## config.mk

```make
export PLATFORM = sky130hd
export DESIGN_NAME = x86_page_table_walker_flat
export DESIGN_NICKNAME = d
export VERILOG_FILES = /design/src/design/ptw_pkg.sv /design/src/design/ptw_if.sv /design/src/design/ptw_front.sv /design/src/design/ptw_core.sv /design/src/design/x86_page_table_walker.sv /design/src/flat_wrapper.sv
export SDC_FILE = /design/constraint.sdc
export NUM_CORES = 2
export LEC_CHECK = 0
export BUFFER_PORTS_ARGS = -buffer_cell sky130_fd_sc_hd__buf_2
export CAP_MARGIN = 20
export CORE_ASPECT_RATIO = 1.75
export CORE_MARGIN = 2
export CORE_UTILIZATION = 52
export CTS_BUF_LIST = sky130_fd_sc_hd__clkbuf_4
export CTS_CLUSTER_DIAMETER = 120
export DETAILED_ROUTE_END_ITERATION = 16
export PLACE_DENSITY_LB_ADDON = 0.2
export SYNTH_ARGS = -nofsm -noshare
export SYNTH_HDL_FRONTEND = slang
export SYNTH_SLANG_ARGS = --single-unit
```

## constraint.sdc

```tcl
create_clock -name clk -period 33.8 [get_ports clk]
set_input_delay 10.14 -clock clk [delete_from_list [all_inputs] [get_ports clk]]
set_output_delay 10.14 -clock clk [all_outputs]
set_load 0.02 [all_outputs]
```

## src/design/ptw_pkg.sv

```systemverilog
package ptw_pkg;

  localparam int PhysAddrBits = 52;

  typedef enum logic [1:0] {
    KIND_REQUEST = 2'd0,
    KIND_READ    = 2'd1,
    KIND_SWAP    = 2'd2,
    KIND_NONE    = 2'd3
  } in_kind_t;

  typedef enum logic [1:0] {
    RES_READ  = 2'd0,
    RES_SWAP  = 2'd1,
    RES_DONE  = 2'd2,
    RES_FAULT = 2'd3
  } res_kind_t;

  typedef enum logic [2:0] {
    CFG_MODE  = 3'd0,
    CFG_ROOT  = 3'd1,
    CFG_FLAGS = 3'd2,
    CFG_PDPT0 = 3'd3,
    CFG_PDPT1 = 3'd4,
    CFG_PDPT2 = 3'd5,
    CFG_PDPT3 = 3'd6
  } cfg_index_t;

  typedef struct packed {
    logic [1:0]  kind;
    logic [63:0] lin_address;
    logic        write_access;
    logic        is_fetch;
    logic        implicit_supervisor;
    logic [63:0] read_data;
    logic        swap_ok;
  } in_item_t;

  typedef struct packed {
    logic [1:0]  result_kind;
    logic [63:0] address;
    logic        wide_entry;
    logic [63:0] old_entry;
    logic [63:0] new_entry;
    logic [51:0] frame;
    logic [4:0]  page_order;
    logic        writable;
    logic        user_ok;
    logic        no_execute;
    logic        dirty;
    logic [4:0]  error_code;
  } out_item_t;

endpackage

```

## src/design/ptw_if.sv

```systemverilog
interface ptw_in_if;
  logic                valid;
  logic                ready;
  ptw_pkg::in_item_t   data;
  modport source (output valid, output data, input ready);
  modport sink (input valid, input data, output ready);
endinterface

interface ptw_out_if;
  logic                valid;
  logic                ready;
  ptw_pkg::out_item_t  data;
  modport source (output valid, output data, input ready);
  modport sink (input valid, input data, output ready);
endinterface

```

## src/design/ptw_front.sv

```systemverilog
// Input queue: two entries, lets the input side run while the walk core stalls.
module ptw_front (
  input  logic               clk,
  input  logic               rst,
  ptw_in_if.sink             in_ch,
  output logic               q_valid,
  output ptw_pkg::in_item_t  q_item,
  input  logic               q_pop
);
  ptw_pkg::in_item_t slot [2];
  logic       rd_ptr;
  logic       wr_ptr;
  logic [1:0] count;
  logic       push;

  assign in_ch.ready = (count != 2'd2);
  assign push = in_ch.valid && in_ch.ready;
  assign q_valid = (count != 2'd0);
  assign q_item = slot[rd_ptr];

  always_ff @(posedge clk) begin
    if (push) begin
      slot[wr_ptr] <= in_ch.data;
    end
  end

  always_ff @(posedge clk) begin
    if (rst) begin
      rd_ptr <= 1'b0;
      wr_ptr <= 1'b0;
      count <= 2'd0;
    end else begin
      if (push) wr_ptr <= ~wr_ptr;
      if (q_pop) rd_ptr <= ~rd_ptr;
      count <= count + {1'b0, push} - {1'b0, q_pop};
    end
  end

  assert property (@(posedge clk) disable iff (rst) !(q_pop && !q_valid))
    else $error("pop from empty input queue");
  assert property (@(posedge clk) disable iff (rst) count <= 2'd2)
    else $error("input queue count overflow");
  assert property (@(posedge clk) disable iff (rst) !(push && count == 2'd2))
    else $error("push into full input queue");
endmodule

```

## src/design/ptw_core.sv

```systemverilog
// Walk engine: consumes one queued item per cycle while its output can take a result; registers at most one result.
module ptw_core #(
  parameter int PHYS_ADDR_BITS = ptw_pkg::PhysAddrBits
) (
  input  logic               clk,
  input  logic               rst,
  input  logic               q_valid,
  input  ptw_pkg::in_item_t  q_item,
  output logic               q_pop,
  input  logic [1:0]         walk_mode,
  input  logic [51:0]        table_root,
  input  logic [5:0]         mode_flags,
  input  logic [63:0]        pdpte [4],
  ptw_out_if.source          out_ch
);
  localparam logic [51:0] PhysMask = 52'((65'd1 << PHYS_ADDR_BITS) - 65'd1);
  localparam logic [51:0] Mask52 = {40'hFF_FFFF_FFFF, 12'h000};

  logic        busy, awaiting_swap;
  logic [1:0]  walk_level;
  logic [51:0] entry_address;
  logic [63:0] held_entry, saved_linear;
  logic [2:0]  saved_access, acc_perm;

  logic        busy_next, swap_next;
  logic [1:0]  level_next;
  logic [51:0] eaddr_next;
  logic [63:0] held_next, lin_next;
  logic [2:0]  acc_next, perm_next;

  logic               out_valid;
  ptw_pkg::out_item_t out_reg;
  logic               emit;
  ptw_pkg::out_item_t res;

  assign out_ch.valid = out_valid;
  assign out_ch.data = out_reg;
  assign q_pop = q_valid && (!out_valid || out_ch.ready);

  // Working copies as the step progresses.
  logic        narrow;
  logic [63:0] lin;
  logic [2:0]  acc, perm;
  logic [1:0]  lvl;
  logic [51:0] ebase;
  logic        f_sup, f_write, f_fetch;

  function automatic logic [51:0] entry_addr(input logic nar, input logic [1:0] lv,
                                             input logic [51:0] base, input logic [63:0] la);
    logic [51:0] idx;
    logic [5:0]  sh;
    begin
      if (nar) begin
        idx = (lv != 2'd0) ? {42'd0, la[31:22]} : {42'd0, la[21:12]};
        entry_addr = base + {idx[49:0], 2'b00};
      end else begin
        sh = 6'd12 + 6'd9 * {4'd0, lv};
        idx = {43'd0, 9'(la >> sh)};
        entry_addr = base + {idx[48:0], 3'b000};
      end
    end
  endfunction

  always_comb begin
    logic [63:0] e, upd, p, lowmask;
    logic        leaf, allowed, nxe;
    logic [4:0]  ord, ec;
    logic        do_begin, do_advance;
    busy_next = busy;
    swap_next = awaiting_swap;
    level_next = walk_level;
    eaddr_next = entry_address;
    held_next = held_entry;
    lin_next = saved_linear;
    acc_next = saved_access;
    perm_next = acc_perm;
    emit = 1'b0;
    res = '0;
    narrow = (walk_mode == 2'd1);
    lin = saved_linear;
    acc = saved_access;
    perm = acc_perm;
    lvl = walk_level;
    ebase = entry_address;
    e = held_entry;
    upd = '0;
    p = '0;
    lowmask = '0;
    leaf = 1'b0;
    allowed = 1'b0;
    ord = '0;
    ec = '0;
    do_begin = 1'b0;
    do_advance = 1'b0;
    nxe = mode_flags[3];

    if (q_pop) begin
      unique case (ptw_pkg::in_kind_t'(q_item.kind))
        ptw_pkg::KIND_REQUEST: begin
          if (!busy) begin
            lin = q_item.lin_address;
            acc = {q_item.implicit_supervisor, q_item.is_fetch, q_item.write_access};
            lin_next = lin;
            acc_next = acc;
            busy_next = 1'b1;
            do_begin = 1'b1;
          end
        end
        ptw_pkg::KIND_READ: begin
          if (busy && !awaiting_swap) begin
            e = narrow ? {32'd0, q_item.read_data[31:0]} : q_item.read_data;
            held_next = e;
          end
        end
        ptw_pkg::KIND_SWAP: begin
          if (busy && awaiting_swap) begin
            swap_next = 1'b0;
            if (q_item.swap_ok) do_advance = 1'b1;
            else do_begin = 1'b1;
          end
        end
        default: ;
      endcase
    end

    f_write = acc[0];
    f_fetch = acc[1];
    f_sup = acc[2] || mode_flags[5];
    ec = {f_fetch && (mode_flags[2] || (mode_flags[1] && nxe)), 1'b0, !f_sup, f_write, 1'b0};

    if (q_pop && q_item.kind == ptw_pkg::KIND_READ && busy && !awaiting_swap) begin
      if (!e[0]) begin
        emit = 1'b1;
        res.result_kind = ptw_pkg::RES_FAULT;
        res.address = lin;
        res.error_code = ec;
        busy_next = 1'b0;
        swap_next = 1'b0;
      end else begin
        if (lvl == 2'd0) leaf = 1'b1;
        else if (narrow) leaf = mode_flags[0] && e[7];
        else if (lvl == 2'd3) leaf = 1'b0;
        else leaf = e[7];
        if (!e[1]) perm[0] = 1'b0;
        if (!e[2]) perm[1] = 1'b0;
        if (!narrow && e[63]) perm[2] = 1'b1;
        perm_next = perm;
        if (f_fetch && perm[2] && nxe) allowed = 1'b0;
        else if (!f_sup) allowed = perm[1] && !(f_write && !perm[0]);
        else allowed = !(f_write && !perm[0] && mode_flags[4])
                       && !(f_fetch && perm[1] && mode_flags[2]);
        upd = e | 64'h20 | ((leaf && f_write) ? 64'h40 : 64'h0);
        if (leaf && !allowed) begin
          emit = 1'b1;
          res.result_kind = ptw_pkg::RES_FAULT;
          res.address = lin;
          res.error_code = ec | 5'd1;
          busy_next = 1'b0;
          swap_next = 1'b0;
        end else if (upd != e) begin
          emit = 1'b1;
          res.result_kind = ptw_pkg::RES_SWAP;
          res.address = {12'd0, entry_addr(narrow, lvl, ebase, lin)};
          res.wide_entry = !narrow;
          res.old_entry = e;
          res.new_entry = upd;
          swap_next = 1'b1;
        end else begin
          do_advance = 1'b1;
        end
      end
    end

    if (do_advance) begin
      if (lvl == 2'd0) leaf = 1'b1;
      else if (narrow) leaf = mode_flags[0] && e[7];
      else if (lvl == 2'd3) leaf = 1'b0;
      else leaf = e[7];
      if (leaf) begin
        if (narrow) ord = (lvl != 2'd0) ? 5'd22 : 5'd12;
        else ord = 5'(6'd12 + 6'd9 * {4'd0, lvl});
        lowmask = (64'd1 << ord) - 64'd1;
        emit = 1'b1;
        res.result_kind = ptw_pkg::RES_DONE;
        res.address = lin & ~lowmask;
        res.frame = narrow ? (e[51:0] & 52'hFFFFFFFF & ~lowmask[51:0])
                           : (e[51:0] & PhysMask & ~lowmask[51:0]);
        res.page_order = ord;
        res.writable = perm[0];
        res.user_ok = perm[1];
        res.no_execute = perm[2];
        res.dirty = e[6] | f_write;
        busy_next = 1'b0;
        swap_next = 1'b0;
      end else begin
        ebase = narrow ? {20'd0, e[31:12], 12'd0} : (e[51:0] & Mask52 & PhysMask);
        lvl = lvl - 2'd1;
        eaddr_next = ebase;
        level_next = lvl;
        emit = 1'b1;
        res.result_kind = ptw_pkg::RES_READ;
        res.address = {12'd0, entry_addr(narrow, lvl, ebase, lin)};
        res.wide_entry = !narrow;
      end
    end

    if (do_begin) begin
      perm_next = 3'b011;
      swap_next = 1'b0;
      unique case (walk_mode)
        2'd0: begin
          emit = 1'b1;
          res.result_kind = ptw_pkg::RES_DONE;
          res.address = {lin[63:12], 12'd0};
          res.frame = {lin[51:12], 12'd0};
          res.page_order = 5'd12;
          res.writable = 1'b1;
          res.user_ok = 1'b1;
          busy_next = 1'b0;
        end
        2'd2: begin
          p = pdpte[lin[31:30]];
          if (!p[0]) begin
            emit = 1'b1;
            res.result_kind = ptw_pkg::RES_FAULT;
            res.address = lin;
            res.error_code = ec;
            busy_next = 1'b0;
          end else begin
            ebase = p[51:0] & Mask52 & PhysMask;
            lvl = 2'd1;
          end
        end
        2'd1: begin
          ebase = {20'd0, table_root[31:12], 12'd0};
          lvl = 2'd1;
        end
        default: begin
          ebase = table_root & Mask52 & PhysMask;
          lvl = 2'd3;
        end
      endcase
      if (!emit) begin
        eaddr_next = ebase;
        level_next = lvl;
        emit = 1'b1;
        res.result_kind = ptw_pkg::RES_READ;
        res.address = {12'd0, entry_addr(narrow, lvl, ebase, lin)};
        res.wide_entry = !narrow;
      end
    end
  end

  always_ff @(posedge clk) begin
    if (rst) begin
      busy <= 1'b0;
      awaiting_swap <= 1'b0;
      walk_level <= 2'd0;
      entry_address <= '0;
      saved_access <= 3'd0;
      acc_perm <= 3'b011;
      out_valid <= 1'b0;
    end else begin
      busy <= busy_next;
      awaiting_swap <= swap_next;
      walk_level <= level_next;
      entry_address <= eaddr_next;
      saved_access <= acc_next;
      acc_perm <= perm_next;
      if (q_pop) out_valid <= emit;
      else if (out_ch.ready) out_valid <= 1'b0;
    end
  end

  always_ff @(posedge clk) begin
    held_entry <= held_next;
    saved_linear <= lin_next;
    if (q_pop && emit) out_reg <= res;
  end

  assert property (@(posedge clk) disable iff (rst) !(awaiting_swap && !busy))
    else $error("swap pending while idle");
  assert property (@(posedge clk) disable iff (rst) !(q_pop && out_valid && !out_ch.ready))
    else $error("result overwritten");
  assert property (@(posedge clk) disable iff (rst)
                   !(out_valid && out_ch.data.result_kind == ptw_pkg::RES_FAULT
                     && out_ch.data.error_code[3]))
    else $error("RSVD set in fault");
endmodule

```

## src/design/x86_page_table_walker.sv

```systemverilog
// The input transfer writes the item into the input queue; the result register loads
// at the edge that pops the item from the queue, and that pop waits while the result
// register holds a result that has not been taken.
// Throughput: one item per cycle while results are taken; the two-entry input queue
// and the result register keep both sides moving between stalls.
// Reset (synchronous, rst high) empties the queue, clears the walk state and the
// configuration registers; no clearing pass is needed.
module x86_page_table_walker #(
  parameter int PHYS_ADDR_BITS = ptw_pkg::PhysAddrBits
) (
  input  logic        clk,
  input  logic        rst,
  ptw_in_if.sink      in_ch,
  ptw_out_if.source   out_ch,
  input  logic        cfg_we,
  input  logic [2:0]  cfg_index,
  input  logic [63:0] cfg_data
);
  // Configuration registers. Write only while idle; the block does not check this.
  logic [1:0]  walk_mode;
  logic [51:0] table_root;
  logic [5:0]  mode_flags;
  logic [63:0] pdpte [4];

  always_ff @(posedge clk) begin
    if (rst) begin
      walk_mode <= '0;
      table_root <= '0;
      mode_flags <= '0;
      pdpte[0] <= '0;
      pdpte[1] <= '0;
      pdpte[2] <= '0;
      pdpte[3] <= '0;
    end else if (cfg_we) begin
      unique case (cfg_index)
        ptw_pkg::CFG_MODE:  walk_mode <= cfg_data[1:0];
        ptw_pkg::CFG_ROOT:  table_root <= cfg_data[51:0];
        ptw_pkg::CFG_FLAGS: mode_flags <= cfg_data[5:0];
        ptw_pkg::CFG_PDPT0: pdpte[0] <= cfg_data;
        ptw_pkg::CFG_PDPT1: pdpte[1] <= cfg_data;
        ptw_pkg::CFG_PDPT2: pdpte[2] <= cfg_data;
        ptw_pkg::CFG_PDPT3: pdpte[3] <= cfg_data;
        default: ;
      endcase
    end
  end

  // The front queue decouples the transfer side from the walk engine.
  logic              q_valid;
  logic              q_pop;
  ptw_pkg::in_item_t q_item;

  ptw_front u_front (
    .clk(clk), .rst(rst), .in_ch(in_ch),
    .q_valid(q_valid), .q_item(q_item), .q_pop(q_pop)
  );

  // The walk engine classifies each item against its state and issues the
  // next read, a compare-exchange, a translation or a fault.
  ptw_core #(.PHYS_ADDR_BITS(PHYS_ADDR_BITS)) u_core (
    .clk(clk), .rst(rst), .q_valid(q_valid), .q_item(q_item), .q_pop(q_pop),
    .walk_mode(walk_mode), .table_root(table_root), .mode_flags(mode_flags),
    .pdpte(pdpte), .out_ch(out_ch)
  );
endmodule

```

## src/flat_wrapper.sv

```systemverilog
// flat-port wrapper written by rule: the top's interface ports become plain ports
module x86_page_table_walker_flat 
#(
  parameter int PHYS_ADDR_BITS = ptw_pkg::PhysAddrBits
)
  (clk, rst, cfg_we, cfg_index, cfg_data, in_ch_valid, in_ch_data, in_ch_ready, out_ch_valid, out_ch_data, out_ch_ready);
  ptw_in_if in_ch_i ();
  ptw_out_if out_ch_i ();
  input  logic clk;
  input  logic rst;
  input  logic cfg_we;
  input  logic [2:0] cfg_index;
  input  logic [63:0] cfg_data;
  input wire logic [$bits(in_ch_i.valid)-1:0] in_ch_valid;
  input wire logic [$bits(in_ch_i.data)-1:0] in_ch_data;
  output wire logic [$bits(in_ch_i.ready)-1:0] in_ch_ready;
  output wire logic [$bits(out_ch_i.valid)-1:0] out_ch_valid;
  output wire logic [$bits(out_ch_i.data)-1:0] out_ch_data;
  input wire logic [$bits(out_ch_i.ready)-1:0] out_ch_ready;
  assign in_ch_i.valid = in_ch_valid;
  assign in_ch_i.data = in_ch_data;
  assign in_ch_ready = in_ch_i.ready;
  assign out_ch_valid = out_ch_i.valid;
  assign out_ch_data = out_ch_i.data;
  assign out_ch_i.ready = out_ch_ready;
  x86_page_table_walker #(.PHYS_ADDR_BITS(PHYS_ADDR_BITS)) u_core (.clk(clk), .rst(rst), .in_ch(in_ch_i), .out_ch(out_ch_i), .cfg_we(cfg_we), .cfg_index(cfg_index), .cfg_data(cfg_data));
endmodule
```

==> flow_summary.ini <==
[placed_design]
gp_congestion = 1.04
port-buffer-count = 445
post_dp_cell_area_um2 = 45700
dp_hpwl_um = 119000

[cts]
htree_levels = 4
clk_pin_slew_worst_paths_ps = 70
numCtsBuffers = 195
cts_hold_buf = 0
cts_setup_buffers = 0
cts_resized = 0
clockRootBuffer = clkbuf_4
cts_tree = done
cts_buffer_depth = 3
clock_latency_ps = 1200
clock-sinks = 871

[floorplan]
dieArea_um2 = 84400
die_w_um = 221
pin_count = 469
rows = 139
die_h_um = 383
core_area_um2 = 81700
initial_utilization = 0.522

[setup_path]
cp.required_ps = 34650
path_max_fanout = 45
crit_path_start_kind = primary input
path_common_cell = a21oi_1
critPathTopFamily = compound AO/OA/AOI/OAI gates
arrival_ps = 19290
crit_buf_inv = 4
critical_path_class = in2reg
cp-end-kind = register
slowest_delay_ps = 790
cpMaxStageDelayCell = o31ai_1

[logic_synthesis]
ys_seq_area_frac = 0.517
synthFlopType = edfxtp_1
synth_enable_flop_cells = 463
synth_area_um2 = 42700
ys_ff_latch = 871
syn_inst = 4417
syn_area_per_cell_um2 = 9.66
netlist-cell-type-count = 94
synth_warnings = 0
ys_async_sr_fraction = 0

[finish]
nNetsFinal = 5093
final_area_um2 = 48400
area_delta_synth_final_pct = 13.6
drive_gt1_frac = 0.212
final_common_cell = nand2_1
final_cell_mix = 671 x nand2_1, 463 x edfxtp_1, 445 x buf_2, 443 x a21oi_1, 405 x dfxtp_1
fin_util = 0.593

[routing]
via_per_inst = 6.15
drt-initial-drc-count = 4150
drtAntennaViolNets = 0
vias = 37351
first_pass_iters = 9
finalWirelength_um = 169000
wl_per_cell_um = 27.8
drc = 0

[sta]
min_period_ps = 18440
rsz0062_at_grt = no
finalSetupViolations = 0
tightest_slew_ps = 1160
timing.fmax_ghz = 0.0542
finalMaxSlewViolations = 0
hold_violations = 0
fin_tns_setup_ps = 0
skew_ps = 85.0
post-route-period-util = 0.546
max_slew_margin = 0.222

[power]
p_per_area_nw_per_um2 = 74.8
static-leakage-power_nw = 18.5
vdd_drop_max_mv = 0.0577

[global_routing]
grt_max_degree = 104
grt_pass1_wl_um = 239000
grt_overflow = 0
grt_pass1_vias = 35359
grt.total_usage = 0.395
antenna_found_initial = 11

[min_path]
hold_path_class = reg2reg

[outcome]
status = finished clean

[flow_run]
maxCapViolCount = 0
[metal layers]
metal	part of all wire	GRT usage	vias up
met2	0.45	0.607	2131
met3	0.086	0.0882	588
met1	0.36	0.462	17821
li1	-	-	16805
met5	0.00023	0	-
met4	0.10	0.343	6
[tightest hold or removal path, stage by stage (launching register included)]
cell,delay [ps]
dfxtp_1,310
nand2_1,40
o31ai_1,70
[report_power, final]
group / switching, mW / total (mW) / internal [mW] / leakage, nW
Clock: 0.425 / 0.859 / 0.434 / 1.58
Combinational: 0.997 / 1.39 / 0.394 / 9.29
Sequential: 0.0654 / 1.38 / 1.31 / 7.67
Total: 1.49 / 3.63 / 2.14 / 18.5
[final cells by class]
| cell class | count | area, um2 |
|---|---|---|
| diodes | 9 | 22.5 |
| fillers | 7333 | 33300 |
| flip-flops and latches | 871 | 22100 |
| well taps | 1057 | 1320 |
| clock inverters | 60 | 340 |
| multi-input cells | 3024 | 18500 |
| repair buffers | 589 | 3340 |
| clock buffers | 309 | 2320 |
| inverters | 153 | 574 |
[flip-flops by register name, indices dropped and copies added (netlist names), named ones only]
| name | flops |
|---|---|
| u_core.mode_flags | 6 |
| u_core.pdpte | 164 |
| u_core.table_root | 40 |
| u_core.u_core.acc_perm | 3 |
| u_core.u_core.awaiting_swap | 1 |
| u_core.u_core.busy | 1 |
| u_core.u_core.entry_address | 52 |
| u_core.u_core.held_entry | 64 |
| u_core.u_core.out_ch.data | 195 |
| u_core.u_core.out_ch.valid | 1 |
| u_core.u_core.saved_access | 3 |
| u_core.u_core.saved_linear | 64 |
| u_core.u_core.walk_level | 2 |
| u_core.u_front.count | 2 |
| u_core.u_front.rd_ptr | 1 |
| u_core.u_front.slot | 268 |
| u_core.u_front.wr_ptr | 1 |
| u_core.walk_mode | 2 |
[Yosys cell counts (all sizes together) (19+ instances only)]
| cell type | number | area share |
|---|---|---|
| and2 | 40 | 0.0059 |
| a211oi | 99 | 0.017 |
| mux2i | 184 | 0.043 |
| buf | 134 | 0.019 |
| inv | 151 | 0.013 |
| clkbuf | 239 | 0.021 |
| ha | 49 | 0.014 |
| a21o | 19 | 0.0033 |
| mux4 | 48 | 0.025 |
| nand2 | 678 | 0.060 |
| o22ai | 55 | 0.0081 |
| nand3 | 142 | 0.017 |
| dfxtp | 408 | 0.19 |
| o31ai | 24 | 0.0043 |
| nor2 | 366 | 0.033 |
| xor2 | 38 | 0.0078 |
| nor3 | 44 | 0.0057 |
| o211ai | 26 | 0.0048 |
| xnor2 | 65 | 0.013 |
| mux2 | 20 | 0.0055 |
| o21a | 48 | 0.0084 |
| nand4 | 31 | 0.0047 |
| a221oi | 29 | 0.0078 |
| o21ai | 259 | 0.030 |
| and3 | 58 | 0.0085 |
| edfxtp | 463 | 0.33 |
| a21oi | 446 | 0.052 |
[per-stage QoR]
| stage | std cells | hold WS, ps | setup WS, ps | power, mW |
|---|---|---|---|---|
| 2_1_floorplan | 4421 | 415 | 15010 | 2.17 |
| 3_3_place_gp | 5686 | 425 | 14470 | 2.71 |
| 3_5_place_dp | 5689 | 433 | 14510 | 2.73 |
| 4_1_cts | 6058 | 449 | 15720 | 3.58 |
| 5_1_grt | 6072 | 471 | 15210 | 3.74 |
| 6_report | 6072 | 449 | 15360 | 3.63 |
[kinds of logic after synthesis]
family	after synthesis	share of synthesized area
other	2	0.000176
DFF	871	0.517
muxes	252	0.0741
AOI/OAI and AO/OA	1162	0.168
xor gates and xnor gates	103	0.0211
buffers and inverters	526	0.0538
adders and majority gates	53	0.0162
and+or+nand+nor	1448	0.149
[worst paths after layout]
kind,slack (ps),start,cells past startpoint,endpoint
worst max register to register,23090,u_core.u_core.walk_level[1],26,u_core.u_core.out_ch.data[218]
worst min register to register,450,u_core.u_core.held_entry[61],2,u_core.u_core.held_entry[61]
worst min-delay path,450,u_core.u_core.held_entry[61],2,u_core.u_core.held_entry[61]
worst max-delay path,15360,out_ch_ready,26,u_core.u_core.out_ch.data[218]
(Power assumes the default switching activity.)
